$ cat config.mk
export PLATFORM = sky130hd
export DESIGN_NAME = multichannel_mono_downmix_flat
export DESIGN_NICKNAME = d
export VERILOG_FILES = /design/src/mmd_pkg.sv /design/src/mmd_if.sv /design/src/multichannel_mono_downmix.sv /design/src/flat_wrapper.sv
export SDC_FILE = /design/constraint.sdc
export NUM_CORES = 2
export LEC_CHECK = 0
export BUFFER_PORTS_ARGS = -buffer_cell sky130_fd_sc_hd__buf_2
export CELL_PAD_IN_SITES_DETAIL_PLACEMENT = 1
export CELL_PAD_IN_SITES_GLOBAL_PLACEMENT = 2
export CORE_UTILIZATION = 30
export DETAILED_ROUTE_END_ITERATION = 8
export PLACE_DENSITY_LB_ADDON = 0.1
export RECOVER_POWER = 25
export SLEW_MARGIN = 20
export SYNTH_ARGS = -nofsm -noshare
export SYNTH_HDL_FRONTEND = slang
export SYNTH_SLANG_ARGS = --single-unit
$ cat constraint.sdc
create_clock -name clk_i -period 11.25 [get_ports clk_i]
set_input_delay 0.5625 -clock clk_i [delete_from_list [all_inputs] [get_ports clk_i]]
set_output_delay 0.5625 -clock clk_i [all_outputs]
set_load 0.01 [all_outputs]
$ cat src/mmd_pkg.sv
package mmd_pkg;

  localparam int unsigned SAMPLE_W     = 16;
  localparam int unsigned CFG_IDX_W    = 2;
  localparam int unsigned CFG_DATA_W   = 4;
  localparam int unsigned NUM_CH       = 8;
  localparam int unsigned MAX_CH_DEF   = 8;
  localparam int unsigned RECIP_W      = 23;
  localparam int unsigned RECIP_SHIFT  = 22;

  // register indexes
  localparam logic [CFG_IDX_W-1:0] REG_FOLD_MODE     = 2'd0;
  localparam logic [CFG_IDX_W-1:0] REG_CHANNEL_COUNT = 2'd1;

  // fold modes
  localparam logic [1:0] MODE_AVERAGE   = 2'd0;
  localparam logic [1:0] MODE_AMBISONIC = 2'd1;
  localparam logic [1:0] MODE_FIVE_ONE  = 2'd2;

  localparam logic [3:0] COUNT_RESET = 4'd1;
  localparam logic [3:0] FOLD_DIV    = 4'd3;   // 98304 / 32768

  // 0.7071 in Q15
  localparam logic signed [15:0] ATTEN_Q15 = 16'sd23170;

  localparam logic [16:0] POS_LIMIT = 17'd32767;
  localparam logic [16:0] NEG_LIMIT = 17'd32768;
  localparam logic [15:0] SAT_POS   = 16'h7fff;
  localparam logic [15:0] SAT_NEG   = 16'h8000;

  // ceil(2^22 / d): exact floor(x / d) for x < 2^19 after >> 22
  function automatic logic [RECIP_W-1:0] recip(input logic [3:0] d);
    logic [RECIP_W-1:0] r;
    case (d)
      4'd2:    r = 23'd2097152;
      4'd3:    r = 23'd1398102;
      4'd4:    r = 23'd1048576;
      4'd5:    r = 23'd838861;
      4'd6:    r = 23'd699051;
      4'd7:    r = 23'd599187;
      4'd8:    r = 23'd524288;
      default: r = 23'd4194304;
    endcase
    return r;
  endfunction

endpackage

$ cat src/mmd_if.sv
interface mmd_frame_if;
  logic                                valid;
  logic                                ready;
  logic signed [mmd_pkg::SAMPLE_W-1:0] ch0;
  logic signed [mmd_pkg::SAMPLE_W-1:0] ch1;
  logic signed [mmd_pkg::SAMPLE_W-1:0] ch2;
  logic signed [mmd_pkg::SAMPLE_W-1:0] ch3;
  logic signed [mmd_pkg::SAMPLE_W-1:0] ch4;
  logic signed [mmd_pkg::SAMPLE_W-1:0] ch5;
  logic signed [mmd_pkg::SAMPLE_W-1:0] ch6;
  logic signed [mmd_pkg::SAMPLE_W-1:0] ch7;

  modport source (output valid, ch0, ch1, ch2, ch3, ch4, ch5, ch6, ch7, input ready);
  modport sink   (input valid, ch0, ch1, ch2, ch3, ch4, ch5, ch6, ch7, output ready);
endinterface

interface mmd_mono_if;
  logic                                valid;
  logic                                ready;
  logic signed [mmd_pkg::SAMPLE_W-1:0] mono_sample;
  logic                                clipped;

  modport source (output valid, mono_sample, clipped, input ready);
  modport sink   (input valid, mono_sample, clipped, output ready);
endinterface

interface mmd_cfg_if;
  logic                               valid;
  logic                               ready;
  logic [mmd_pkg::CFG_IDX_W-1:0]      index;
  logic [mmd_pkg::CFG_DATA_W-1:0]     data;

  modport source (output valid, index, data, input ready);
  modport sink   (input valid, index, data, output ready);
endinterface

$ cat src/multichannel_mono_downmix.sv
// Throughput: one frame per cycle while mono_o.ready does not stall the
// pipeline, set by the six-register pipeline in which the shared reciprocal
// multiplier (mag x 23 bits) sits in its own stage.
// Back-pressure stalls only the stages that are full; bubbles collapse.
// Reset (rst_ni low, async) clears every stage valid bit and sets
// fold_mode to average and channel_count to 1.
module multichannel_mono_downmix #(
  parameter int unsigned MAX_CHANNELS = mmd_pkg::MAX_CH_DEF
) (
  input  logic        clk_i,
  input  logic        rst_ni,
  mmd_frame_if.sink   frame_i,
  mmd_cfg_if.sink     cfg_i,
  mmd_mono_if.source  mono_o
);

  localparam int unsigned NSTG = 6;

  // ---------------------------------------------------------------
  // Configuration registers. Writes are always taken.
  // ---------------------------------------------------------------
  logic [1:0] fold_mode_q;
  logic [3:0] channel_count_q;

  assign cfg_i.ready = 1'b1;

  always_ff @(posedge clk_i or negedge rst_ni) begin
    if (!rst_ni) begin
      fold_mode_q     <= mmd_pkg::MODE_AVERAGE;
      channel_count_q <= mmd_pkg::COUNT_RESET;
    end else if (cfg_i.valid) begin
      unique case (cfg_i.index)
        mmd_pkg::REG_FOLD_MODE:     fold_mode_q     <= cfg_i.data[1:0];
        mmd_pkg::REG_CHANNEL_COUNT: channel_count_q <= cfg_i.data[3:0];
        default: ;  // unknown index: dropped
      endcase
    end
  end

  // ---------------------------------------------------------------
  // Pipeline control: a stage loads when it is empty or drains.
  // ---------------------------------------------------------------
  logic [NSTG-1:0] v_q;
  logic [NSTG-1:0] en;
  logic            in_xfer;

  always_comb begin
    en[NSTG-1] = !v_q[NSTG-1] || mono_o.ready;
    for (int k = NSTG-2; k >= 0; k--) begin
      en[k] = !v_q[k] || en[k+1];
    end
  end

  assign frame_i.ready = en[0];
  assign in_xfer       = frame_i.valid && en[0];

  always_ff @(posedge clk_i or negedge rst_ni) begin
    if (!rst_ni) begin
      v_q <= '0;
    end else begin
      if (en[0]) begin
        v_q[0] <= frame_i.valid;
      end
      for (int k = 1; k < NSTG; k++) begin
        if (en[k]) begin
          v_q[k] <= v_q[k-1];
        end
      end
    end
  end

  // ---------------------------------------------------------------
  // Stage 1: mode decode, masked channel sum, L+R and C+Ls+Rs.
  // Every fold ends in one signed divide: average by n, 5.1 by 3
  // (after >>15), pass-through by 1.
  // ---------------------------------------------------------------
  logic signed [15:0] ch [mmd_pkg::NUM_CH];
  logic [3:0]         n_clamp;
  logic [3:0]         eff_n;
  logic               fold_d;
  logic [3:0]         div_d;
  logic [18:0]        avg_d;
  logic [16:0]        lr_d;
  logic [17:0]        cs_d;

  assign ch[0] = frame_i.ch0;
  assign ch[1] = frame_i.ch1;
  assign ch[2] = frame_i.ch2;
  assign ch[3] = frame_i.ch3;
  assign ch[4] = frame_i.ch4;
  assign ch[5] = frame_i.ch5;
  assign ch[6] = frame_i.ch6;
  assign ch[7] = frame_i.ch7;

  always_comb begin
    if (channel_count_q == 4'd0) begin
      n_clamp = 4'd1;
    end else if (channel_count_q > 4'(MAX_CHANNELS)) begin
      n_clamp = 4'(MAX_CHANNELS);
    end else begin
      n_clamp = channel_count_q;
    end
    // ambisonic takes W only, same as a single channel average
    eff_n  = (fold_mode_q == mmd_pkg::MODE_AMBISONIC) ? 4'd1 : n_clamp;
    fold_d = (fold_mode_q == mmd_pkg::MODE_FIVE_ONE) && (n_clamp != 4'd1);
    div_d  = fold_d ? mmd_pkg::FOLD_DIV : eff_n;
  end

  always_comb begin
    avg_d = '0;
    for (int i = 0; i < mmd_pkg::NUM_CH; i++) begin
      if (4'(i) < eff_n) begin
        avg_d = avg_d + {{3{ch[i][15]}}, ch[i]};
      end
    end
  end

  assign lr_d = {ch[0][15], ch[0]} + {ch[1][15], ch[1]};
  assign cs_d = {{2{ch[2][15]}}, ch[2]} + {{2{ch[4][15]}}, ch[4]}
              + {{2{ch[5][15]}}, ch[5]};

  logic [18:0]        avg1_q;
  logic [16:0]        lr1_q;
  logic signed [17:0] cs1_q;
  logic               fold1_q;
  logic [3:0]         div1_q;

  // Stage 2: attenuate C+Ls+Rs by 0.7071 (18 x 16 signed)
  logic [18:0]        avg2_q;
  logic [16:0]        lr2_q;
  logic signed [32:0] prod2_q;
  logic               fold2_q;
  logic [3:0]         div2_q;
  logic signed [32:0] prod2_d;

  assign prod2_d = 33'(cs1_q) * 33'(mmd_pkg::ATTEN_Q15);

  // Stage 3: numerator 32768*(L+R) + 23170*(C+Ls+Rs), or the channel sum
  logic [34:0] val3_q;
  logic        fold3_q;
  logic [3:0]  div3_q;
  logic [34:0] val3_d;

  assign val3_d = fold2_q ?
      ({{3{lr2_q[16]}}, lr2_q, 15'd0} + {{2{prod2_q[32]}}, prod2_q}) :
      {{16{avg2_q[18]}}, avg2_q};

  // Stage 4: sign, magnitude and reciprocal lookup; 5.1 drops 15 bits (trunc composes)
  logic                        neg4_q;
  logic [18:0]                 mag4_q;
  logic [mmd_pkg::RECIP_W-1:0] recip4_q;
  logic [34:0]                 abs4;
  logic [18:0]                 mag4_d;

  assign abs4   = val3_q[34] ? (~val3_q + 35'd1) : val3_q;
  assign mag4_d = fold3_q ? abs4[33:15] : abs4[18:0];

  // Stage 5: reciprocal multiply
  logic        neg5_q;
  logic [38:0] prod5_q;
  logic [38:0] prod5_d;

  assign prod5_d = 39'(42'(mag4_q) * 42'(recip4_q));

  // Stage 6: quotient, sign, saturation
  logic [15:0] sample6_q;
  logic        clip6_q;
  logic [16:0] quo;
  logic [15:0] sample6_d;
  logic        clip6_d;

  assign quo = prod5_q[38:mmd_pkg::RECIP_SHIFT];

  always_comb begin
    clip6_d = 1'b0;
    if (neg5_q) begin
      if (quo > mmd_pkg::NEG_LIMIT) begin
        sample6_d = mmd_pkg::SAT_NEG;
        clip6_d   = 1'b1;
      end else begin
        sample6_d = 16'(~quo + 17'd1);
      end
    end else begin
      if (quo > mmd_pkg::POS_LIMIT) begin
        sample6_d = mmd_pkg::SAT_POS;
        clip6_d   = 1'b1;
      end else begin
        sample6_d = quo[15:0];
      end
    end
  end

  // payload registers, no reset
  always_ff @(posedge clk_i) begin
    if (in_xfer) begin
      avg1_q  <= avg_d;
      lr1_q   <= lr_d;
      cs1_q   <= cs_d;
      fold1_q <= fold_d;
      div1_q  <= div_d;
    end
    if (en[1] && v_q[0]) begin
      avg2_q  <= avg1_q;
      lr2_q   <= lr1_q;
      prod2_q <= prod2_d;
      fold2_q <= fold1_q;
      div2_q  <= div1_q;
    end
    if (en[2] && v_q[1]) begin
      val3_q  <= val3_d;
      fold3_q <= fold2_q;
      div3_q  <= div2_q;
    end
    if (en[3] && v_q[2]) begin
      neg4_q   <= val3_q[34];
      mag4_q   <= mag4_d;
      recip4_q <= mmd_pkg::recip(div3_q);
    end
    if (en[4] && v_q[3]) begin
      neg5_q  <= neg4_q;
      prod5_q <= prod5_d;
    end
    if (en[5] && v_q[4]) begin
      sample6_q <= sample6_d;
      clip6_q   <= clip6_d;
    end
  end

  assign mono_o.valid       = v_q[NSTG-1];
  assign mono_o.mono_sample = sample6_q;
  assign mono_o.clipped     = clip6_q;

  // ---------------------------------------------------------------
  // Assertions
  // ---------------------------------------------------------------
  a_clip_at_rail: assert property (@(posedge clk_i) disable iff (!rst_ni)
    mono_o.valid && mono_o.clipped |->
      (sample6_q == mmd_pkg::SAT_POS) || (sample6_q == mmd_pkg::SAT_NEG))
    else $error("clip flag set on an unsaturated sample");

  a_accept_fills: assert property (@(posedge clk_i) disable iff (!rst_ni)
    in_xfer |=> v_q[0])
    else $error("accepted frame not held in first stage");

  a_stall_full: assert property (@(posedge clk_i) disable iff (!rst_ni)
    !frame_i.ready |-> (&v_q) && !mono_o.ready)
    else $error("input stalled while the pipeline has a free slot");

endmodule

$ cat src/flat_wrapper.sv
// flat-port wrapper written by rule: the top's interface ports become plain ports
module multichannel_mono_downmix_flat 
#(
  parameter int unsigned MAX_CHANNELS = mmd_pkg::MAX_CH_DEF
)
  (clk_i, rst_ni, frame_i_valid, frame_i_ch0, frame_i_ch1, frame_i_ch2, frame_i_ch3, frame_i_ch4, frame_i_ch5, frame_i_ch6, frame_i_ch7, frame_i_ready, cfg_i_valid, cfg_i_index, cfg_i_data, cfg_i_ready, mono_o_valid, mono_o_mono_sample, mono_o_clipped, mono_o_ready);
  mmd_frame_if frame_i_i ();
  mmd_cfg_if cfg_i_i ();
  mmd_mono_if mono_o_i ();
  input  logic clk_i;
  input  logic rst_ni;
  input wire logic [$bits(frame_i_i.valid)-1:0] frame_i_valid;
  input wire logic [$bits(frame_i_i.ch0)-1:0] frame_i_ch0;
  input wire logic [$bits(frame_i_i.ch1)-1:0] frame_i_ch1;
  input wire logic [$bits(frame_i_i.ch2)-1:0] frame_i_ch2;
  input wire logic [$bits(frame_i_i.ch3)-1:0] frame_i_ch3;
  input wire logic [$bits(frame_i_i.ch4)-1:0] frame_i_ch4;
  input wire logic [$bits(frame_i_i.ch5)-1:0] frame_i_ch5;
  input wire logic [$bits(frame_i_i.ch6)-1:0] frame_i_ch6;
  input wire logic [$bits(frame_i_i.ch7)-1:0] frame_i_ch7;
  output wire logic [$bits(frame_i_i.ready)-1:0] frame_i_ready;
  input wire logic [$bits(cfg_i_i.valid)-1:0] cfg_i_valid;
  input wire logic [$bits(cfg_i_i.index)-1:0] cfg_i_index;
  input wire logic [$bits(cfg_i_i.data)-1:0] cfg_i_data;
  output wire logic [$bits(cfg_i_i.ready)-1:0] cfg_i_ready;
  output wire logic [$bits(mono_o_i.valid)-1:0] mono_o_valid;
  output wire logic [$bits(mono_o_i.mono_sample)-1:0] mono_o_mono_sample;
  output wire logic [$bits(mono_o_i.clipped)-1:0] mono_o_clipped;
  input wire logic [$bits(mono_o_i.ready)-1:0] mono_o_ready;
  assign frame_i_i.valid = frame_i_valid;
  assign frame_i_i.ch0 = frame_i_ch0;
  assign frame_i_i.ch1 = frame_i_ch1;
  assign frame_i_i.ch2 = frame_i_ch2;
  assign frame_i_i.ch3 = frame_i_ch3;
  assign frame_i_i.ch4 = frame_i_ch4;
  assign frame_i_i.ch5 = frame_i_ch5;
  assign frame_i_i.ch6 = frame_i_ch6;
  assign frame_i_i.ch7 = frame_i_ch7;
  assign frame_i_ready = frame_i_i.ready;
  assign cfg_i_i.valid = cfg_i_valid;
  assign cfg_i_i.index = cfg_i_index;
  assign cfg_i_i.data = cfg_i_data;
  assign cfg_i_ready = cfg_i_i.ready;
  assign mono_o_valid = mono_o_i.valid;
  assign mono_o_mono_sample = mono_o_i.mono_sample;
  assign mono_o_clipped = mono_o_i.clipped;
  assign mono_o_i.ready = mono_o_ready;
  multichannel_mono_downmix #(.MAX_CHANNELS(MAX_CHANNELS)) u_core (.clk_i(clk_i), .rst_ni(rst_ni), .frame_i(frame_i_i), .cfg_i(cfg_i_i), .mono_o(mono_o_i));
endmodule
## Word level (Yosys, flattened, before mapping)

Index checks and enable logic that the tools add are counted.

- Flip-flop bits (word level): 284

- Bitwise gates (word level): 2
- $lt $le $gt $ge: 11
- Multiplexer cells: 21
- Multipliers: 2
- Eq/ne operators: 11
- Add/subtract/negate cells: 13
- Reduce and logical (&&, ||, !) cells: 23

Operators with widths:

| operator | count |
|---|---|
| 19-bit 2-to-1 mux | 9 |
| 23-bit case mux with 7 select lines | 1 |
| 19-bit adder | 7 |
| 16-bit 2-to-1 mux | 3 |
| 19-bit by 23-bit multiplier with 39-bit output | 1 |
| 35-bit 2-to-1 mux | 1 |
| 16-bit by 16-bit adder with 17-bit output | 2 |
| 32-bit by 33-bit adder with 34-bit output | 1 |
| 34-bit by 1-bit adder with 34-bit output, second input constant | 1 |
| 34-bit 2-to-1 mux | 1 |
| 34-bit NOT | 1 |
| 18-bit by 15-bit multiplier with 32-bit output, second input constant | 1 |
| 18-bit adder | 1 |
| 17-bit by 15-bit > comparator with 1-bit output, second input constant | 1 |
| 17-bit by 16-bit > comparator with 1-bit output, second input constant | 1 |
| 16-bit by 1-bit adder with 16-bit output, second input constant | 1 |
| 4-bit by 3-bit equality test with 1-bit output, second input constant | 4 |
| 3-bit by 4-bit < comparator with 1-bit output, first input constant | 4 |
| 16-bit NOT | 1 |
| 4-bit 2-to-1 mux | 3 |
| 4-bit by 2-bit equality test with 1-bit output, second input constant | 2 |
| 1-bit by 4-bit < comparator with 1-bit output, first input constant | 2 |
| 2-bit by 4-bit < comparator with 1-bit output, first input constant | 2 |
| 1-bit logical AND | 7 |
| other kinds (11) | 25 |

## Longest topological paths before layout

- Word-level depth: 20
- Gate-level depth with buffers: 56
- Gate-level depth less buffers: 55

## Least setup slack after synthesis

No wires, ideal clock.

- Path type: in2reg
- Start point: in frame_i_ch0[0]
- End point: reg u_core.avg1_q[18] (data pin)
- Path slack: 1179 ps
- Stages on the path: 49
- Arrival: 9804 ps
- Path buffers: 1
- Path through: clkbuf_1 > ha_1 > ha_1 > a21o_1 > a221oi_1 > o21ai_0 > a21oi_1 > xor2_1 > o21ai_0 > nand2_1 > ha_1 > or3_1 > a211oi_1 > o21bai_1 > a21oi_1 > xnor2_1 > mux2_2 > ha_1 > [13 not listed] > nor3_1 > a21boi_0 > nor2_1 > a21o_1 > xnor2_1 > mux2i_1 > ha_1 > a21oi_1 > o21ai_0 > xor2_1 > mux2_2 > ha_1 > inv_1 > o21bai_1 > a2111oi_0 > nor3_1 > a21oi_1 > xnor3_1

- Word-level cells in the longest chain between the ends: 15

RTL lines:

| item | line | RTL |
|---|---|---|
| start: declaration | flat_wrapper.sv:13 | `input wire logic [$bits(frame_i_i.ch0)-1:0] frame_i_ch0;` |
| 19-bit 2-to-1 mux * | multichannel_mono_downmix.sv:112 | `if (4'(i) < eff_n) begin` |
| 19-bit adder | multichannel_mono_downmix.sv:113 | `avg_d = avg_d + {{3{ch[i][15]}}, ch[i]};` |
| 19-bit 2-to-1 mux * | multichannel_mono_downmix.sv:112 |  |
| 19-bit adder | multichannel_mono_downmix.sv:113 |  |
| 19-bit 2-to-1 mux * | multichannel_mono_downmix.sv:112 |  |
| 19-bit adder | multichannel_mono_downmix.sv:113 |  |
| 19-bit 2-to-1 mux * | multichannel_mono_downmix.sv:112 |  |
| 19-bit adder | multichannel_mono_downmix.sv:113 |  |
| 19-bit 2-to-1 mux * | multichannel_mono_downmix.sv:112 |  |
| 19-bit adder | multichannel_mono_downmix.sv:113 |  |
| 19-bit 2-to-1 mux * | multichannel_mono_downmix.sv:112 |  |
| 19-bit adder | multichannel_mono_downmix.sv:113 |  |
| 19-bit 2-to-1 mux * | multichannel_mono_downmix.sv:112 |  |
| 19-bit adder | multichannel_mono_downmix.sv:113 |  |
| 19-bit 2-to-1 mux * | multichannel_mono_downmix.sv:112 |  |
| named net u_core.avg_d[18] | multichannel_mono_downmix.sv:82 | `logic [18:0] avg_d;` |
| end signal: assignment | multichannel_mono_downmix.sv:196 | `avg1_q <= avg_d;` |
| end: declaration | multichannel_mono_downmix.sv:122 | `logic [18:0] avg1_q;` |

Mark *: on every way through the listed nets, which the timed path passes. The rest lies on a longest branch.
A chain may end at the register's enable or synchronous reset.

## Final worst setup path

Same ends and word-level chain as after synthesis.

==> results.json <==
{
  "ys_ff_latch": 251,
  "tns_ns": 0,
  "timing.hold.ws_ns": 0.230,
  "setup.worst_path.start_class": "input pin",
  "antenna_found_initial": 0,
  "cp_max_fo": 4,
  "drive_gt1_share_pct": 9.82,
  "crit_type": "in -> reg",
  "slew_violations": 77,
  "clk_pin_slew_ns": 0.06,
  "wirelength_um": 113000,
  "tritoncts": "done",
  "grt_max_degree": 60,
  "outcome": "finished, violations left",
  "worst_slack_ns": 0.754,
  "grt_usage_pct": 19.4,
  "place.gp.congestion": 0.854,
  "syn_area_mm2": 0.0350,
  "fp-row-count": 124,
  "worst_path_most_repeated_cell": "ha_1",
  "synth_cell_types": 76,
  "critPathTopFamily": "compound AO/OA/AOI/OAI gates",
  "grt_pass1_vias": 27900,
  "portBuffers": 157,
  "num_vias": 25500,
  "drt_iter0_markers": 951,
  "crit_required_ns": 11.55,
  "hold_viol": 0,
  "async_flop_share_pct": 4.78,
  "max_freq_mhz": 95.3,
  "rsz0062_at_grt": "false",
  "hold_path_class": "in -> reg",
  "period_needed_ns": 10.50,
  "grtUsageMet2_pct": 35.4,
  "io_pins": 159,
  "critical_path_arrival_ns": 10.79,
  "die_w_um": 343,
  "worst-path-buf-inv": 6,
  "yosysTopAreaCell": "fa_1",
  "grt_util_met1_pct": 24.5,
  "numClockSinks": 251,
  "grt_overflow": 0,
  "pre_cts_ws_ns": -0.177,
  "setup-violations-final": 0,
  "antenna_cells": 0,
  "cp-end-kind": "flip-flop",
  "seq_area_frac_synth_pct": 21.4,
  "yosys_warnings": 0,
  "route.detailed.wl_per_inst_um": 21.3,
  "synth_top_flop_cell": "edfxtp_1",
  "vias_per_cell": 4.79,
  "max_slew_margin_pct": -67.8,
  "synth_top_area_share_pct": 23.6,
  "final_core_util_pct": 34.0,
  "drc": 0,
  "core_mm2": 0.115,
  "synth_nets": 4600,
  "cts_made_buffers": 35,
  "clk_latency_ns": 0.56,
  "grt-busiest-layer": "met2",
  "use_met3_pct": 1.64,
  "clk_path_buf_depth": 3,
  "tightest_slew_ns": 2.52,
  "synth_edf_count": 239,
  "start_util_pct": 30.4,
  "nNetsFinal": 4782,
  "post-dp-hpwl_um": 97900,
  "fin_skew_ns": 0.0250,
  "period_share_pct": 93.3,
  "cp_slowest_stage_delay_ns": 0.41,
  "synth.avg_cell_area_um2": 9.69,
  "netlist_instances": 3610,
  "ant_nets": 0,
  "fp.dieH_um": 343,
  "drv_cap": 2,
  "violations": "capacitance limit, slew limit",
  "cts_root_buf": "clkbuf_16",
  "first_pass_iters": 5,
  "synth_area_leaders": "fa_1 24%, edfxtp_1 21%, ha_1 16%, inv_1 6.8%, xnor2_1 3.7%",
  "cp_slowest_cell": "xnor3_1",
  "grt_pass1_wl_um": 171000,
  "syn_to_final_growth_pct": 11.8,
  "dieArea_mm2": 0.118,
  "htree_levels": 2
}
-- worst reg2reg max path: cells and delay by family (launching register included) --
family / cells / cell delay [ns]
adder cells (fa/ha/maj): 6 / 2.03
AND/OR/NAND/NOR: 12 / 2.64
XOR/XNOR: 6 / 1.08
multiplexers: 4 / 1.17
buffers and inverters: 3 / 0.31
AO/OA/AOI/OAI: 15 / 2.45
flip-flops: 1 / 0.48
-- metal layers --
layer	vias up	share of wire [%]
met5	-	0
met3	107	2.1
met2	285	51
li1	12400	-
met4	0	2.4
met1	12700	44
-- cell usage after synthesis, drive strengths merged (10+ instances only) --
master  number
inv        629
ha         438
fa         413
nand2      252
edfxtp     239
a21oi      183
nor2       183
and2       153
xnor2      148
o21ai      136
clkbuf      85
xor2        77
a21o        59
mux2        54
nor3        53
o21a        47
or3         44
nor2b       36
nand2b      34
nand3       32
o21bai      27
o31ai       26
a31oi       20
or2         19
o41ai       15
and3        14
a21boi      13
mux2i       13
o311ai      12
dfrtp       11
or4         10
-- cell type report --
class                           count  area (µm²)
Clock inverter                     18         175
Clock buffer                       45         943
Fill cell                       13100       75900
Sequential cell                   251        7480
Inverter                          630        2370
Tap cell                         1512        1890
Multi-Input combinational cell   2635       24900
Timing Repair Buffer              239        1380
-- stage by stage --
step | instances | instance area, µm²
2_1_floorplan | 3610 | 35000
5_1_grt | 5330 | 39100
3_3_place_gp | 5264 | 37900
3_5_place_dp | 5264 | 37900
4_1_cts | 5328 | 39000
6_report | 5330 | 39100
-- timing repair --
| action | 4_1_cts | 5_1_grt |
|---|---|---|
| setup endpoints to repair | 0 | 3 |
| hold buffers | 1 | 0 |
| resized for setup | 0 | 17 |
| endpoints found under the hold margin | 11 | 0 |
| setup buffers | 0 | 2 |
-- state kept, by name, summed over array words and instances (netlist names), 6 cells and up --
signal and flops:
u_core.lr2_q 17, u_core.prod5_q 17, u_core.recip4_q 13, u_core.avg2_q 19
u_core.mag4_q 19, u_core.mono_o.mono_sample 16, u_core.prod2_q 32, u_core.lr1_q 17
u_core.cs1_q 18, u_core.v_q 6, u_core.val3_q 34, u_core.avg1_q 19
-- cells in the final DEF (no fill, tap or decap), types with 27 or more instances in the layout --
| cell | instances |
|---|---|
| nand2b_1 | 34 |
| nand3_1 | 32 |
| xor2_1 | 77 |
| nand2_1 | 251 |
| edfxtp_1 | 239 |
| nor3_1 | 50 |
| o21ai_0 | 132 |
| buf_4 | 76 |
| buf_2 | 154 |
| nor2b_1 | 36 |
| fa_1 | 413 |
| mux2_2 | 48 |
| clkbuf_16 | 35 |
| or3_1 | 44 |
| o21a_1 | 47 |
| inv_1 | 629 |
| ha_1 | 438 |
| o21bai_1 | 27 |
| a21o_1 | 59 |
| a21oi_1 | 182 |
| nor2_1 | 182 |
| xnor2_1 | 148 |
| and2_1 | 148 |
-- kinds of logic (layout without fill, tap and decap cells) --
group / Yosys count / count (layout) / synth area share [%]
AOI/OAI and AO/OA: 630 / 630 / 11.6
xor gates and xnor gates: 226 / 226 / 5.70
adders and majority gates: 852 / 852 / 39.3
buffers and inverters: 724 / 932 / 7.81
DFF: 251 / 251 / 21.4
muxes: 67 / 67 / 2.11
other: 1 / 1 / 0.0107
and+or+nand+nor: 859 / 859 / 12.1
-- worst paths after layout --
kind / startpoint / endpoint / slack, ns / depth (start not counted)
setup / recovery: frame_i_ch0[0] / u_core.avg1_q[18] / 0.75 / 52
min in group asynchronous: rst_ni / u_core.v_q[0] / 0.74 / 2
hold / removal: frame_i_valid / u_core.v_q[0] / 0.23 / 2
max in group asynchronous: rst_ni / u_core.channel_count_q[1] / 9.85 / 2
hold reg to reg: u_core.lr1_q[16] / u_core.lr2_q[16] / 0.41 / 0
setup reg to reg: u_core.channel_count_q[2] / u_core.avg1_q[18] / 0.82 / 46
Power is left out: the tool's default activity adds up to more than one toggle a clock period on the data nets, which glitch-free logic cannot reach.
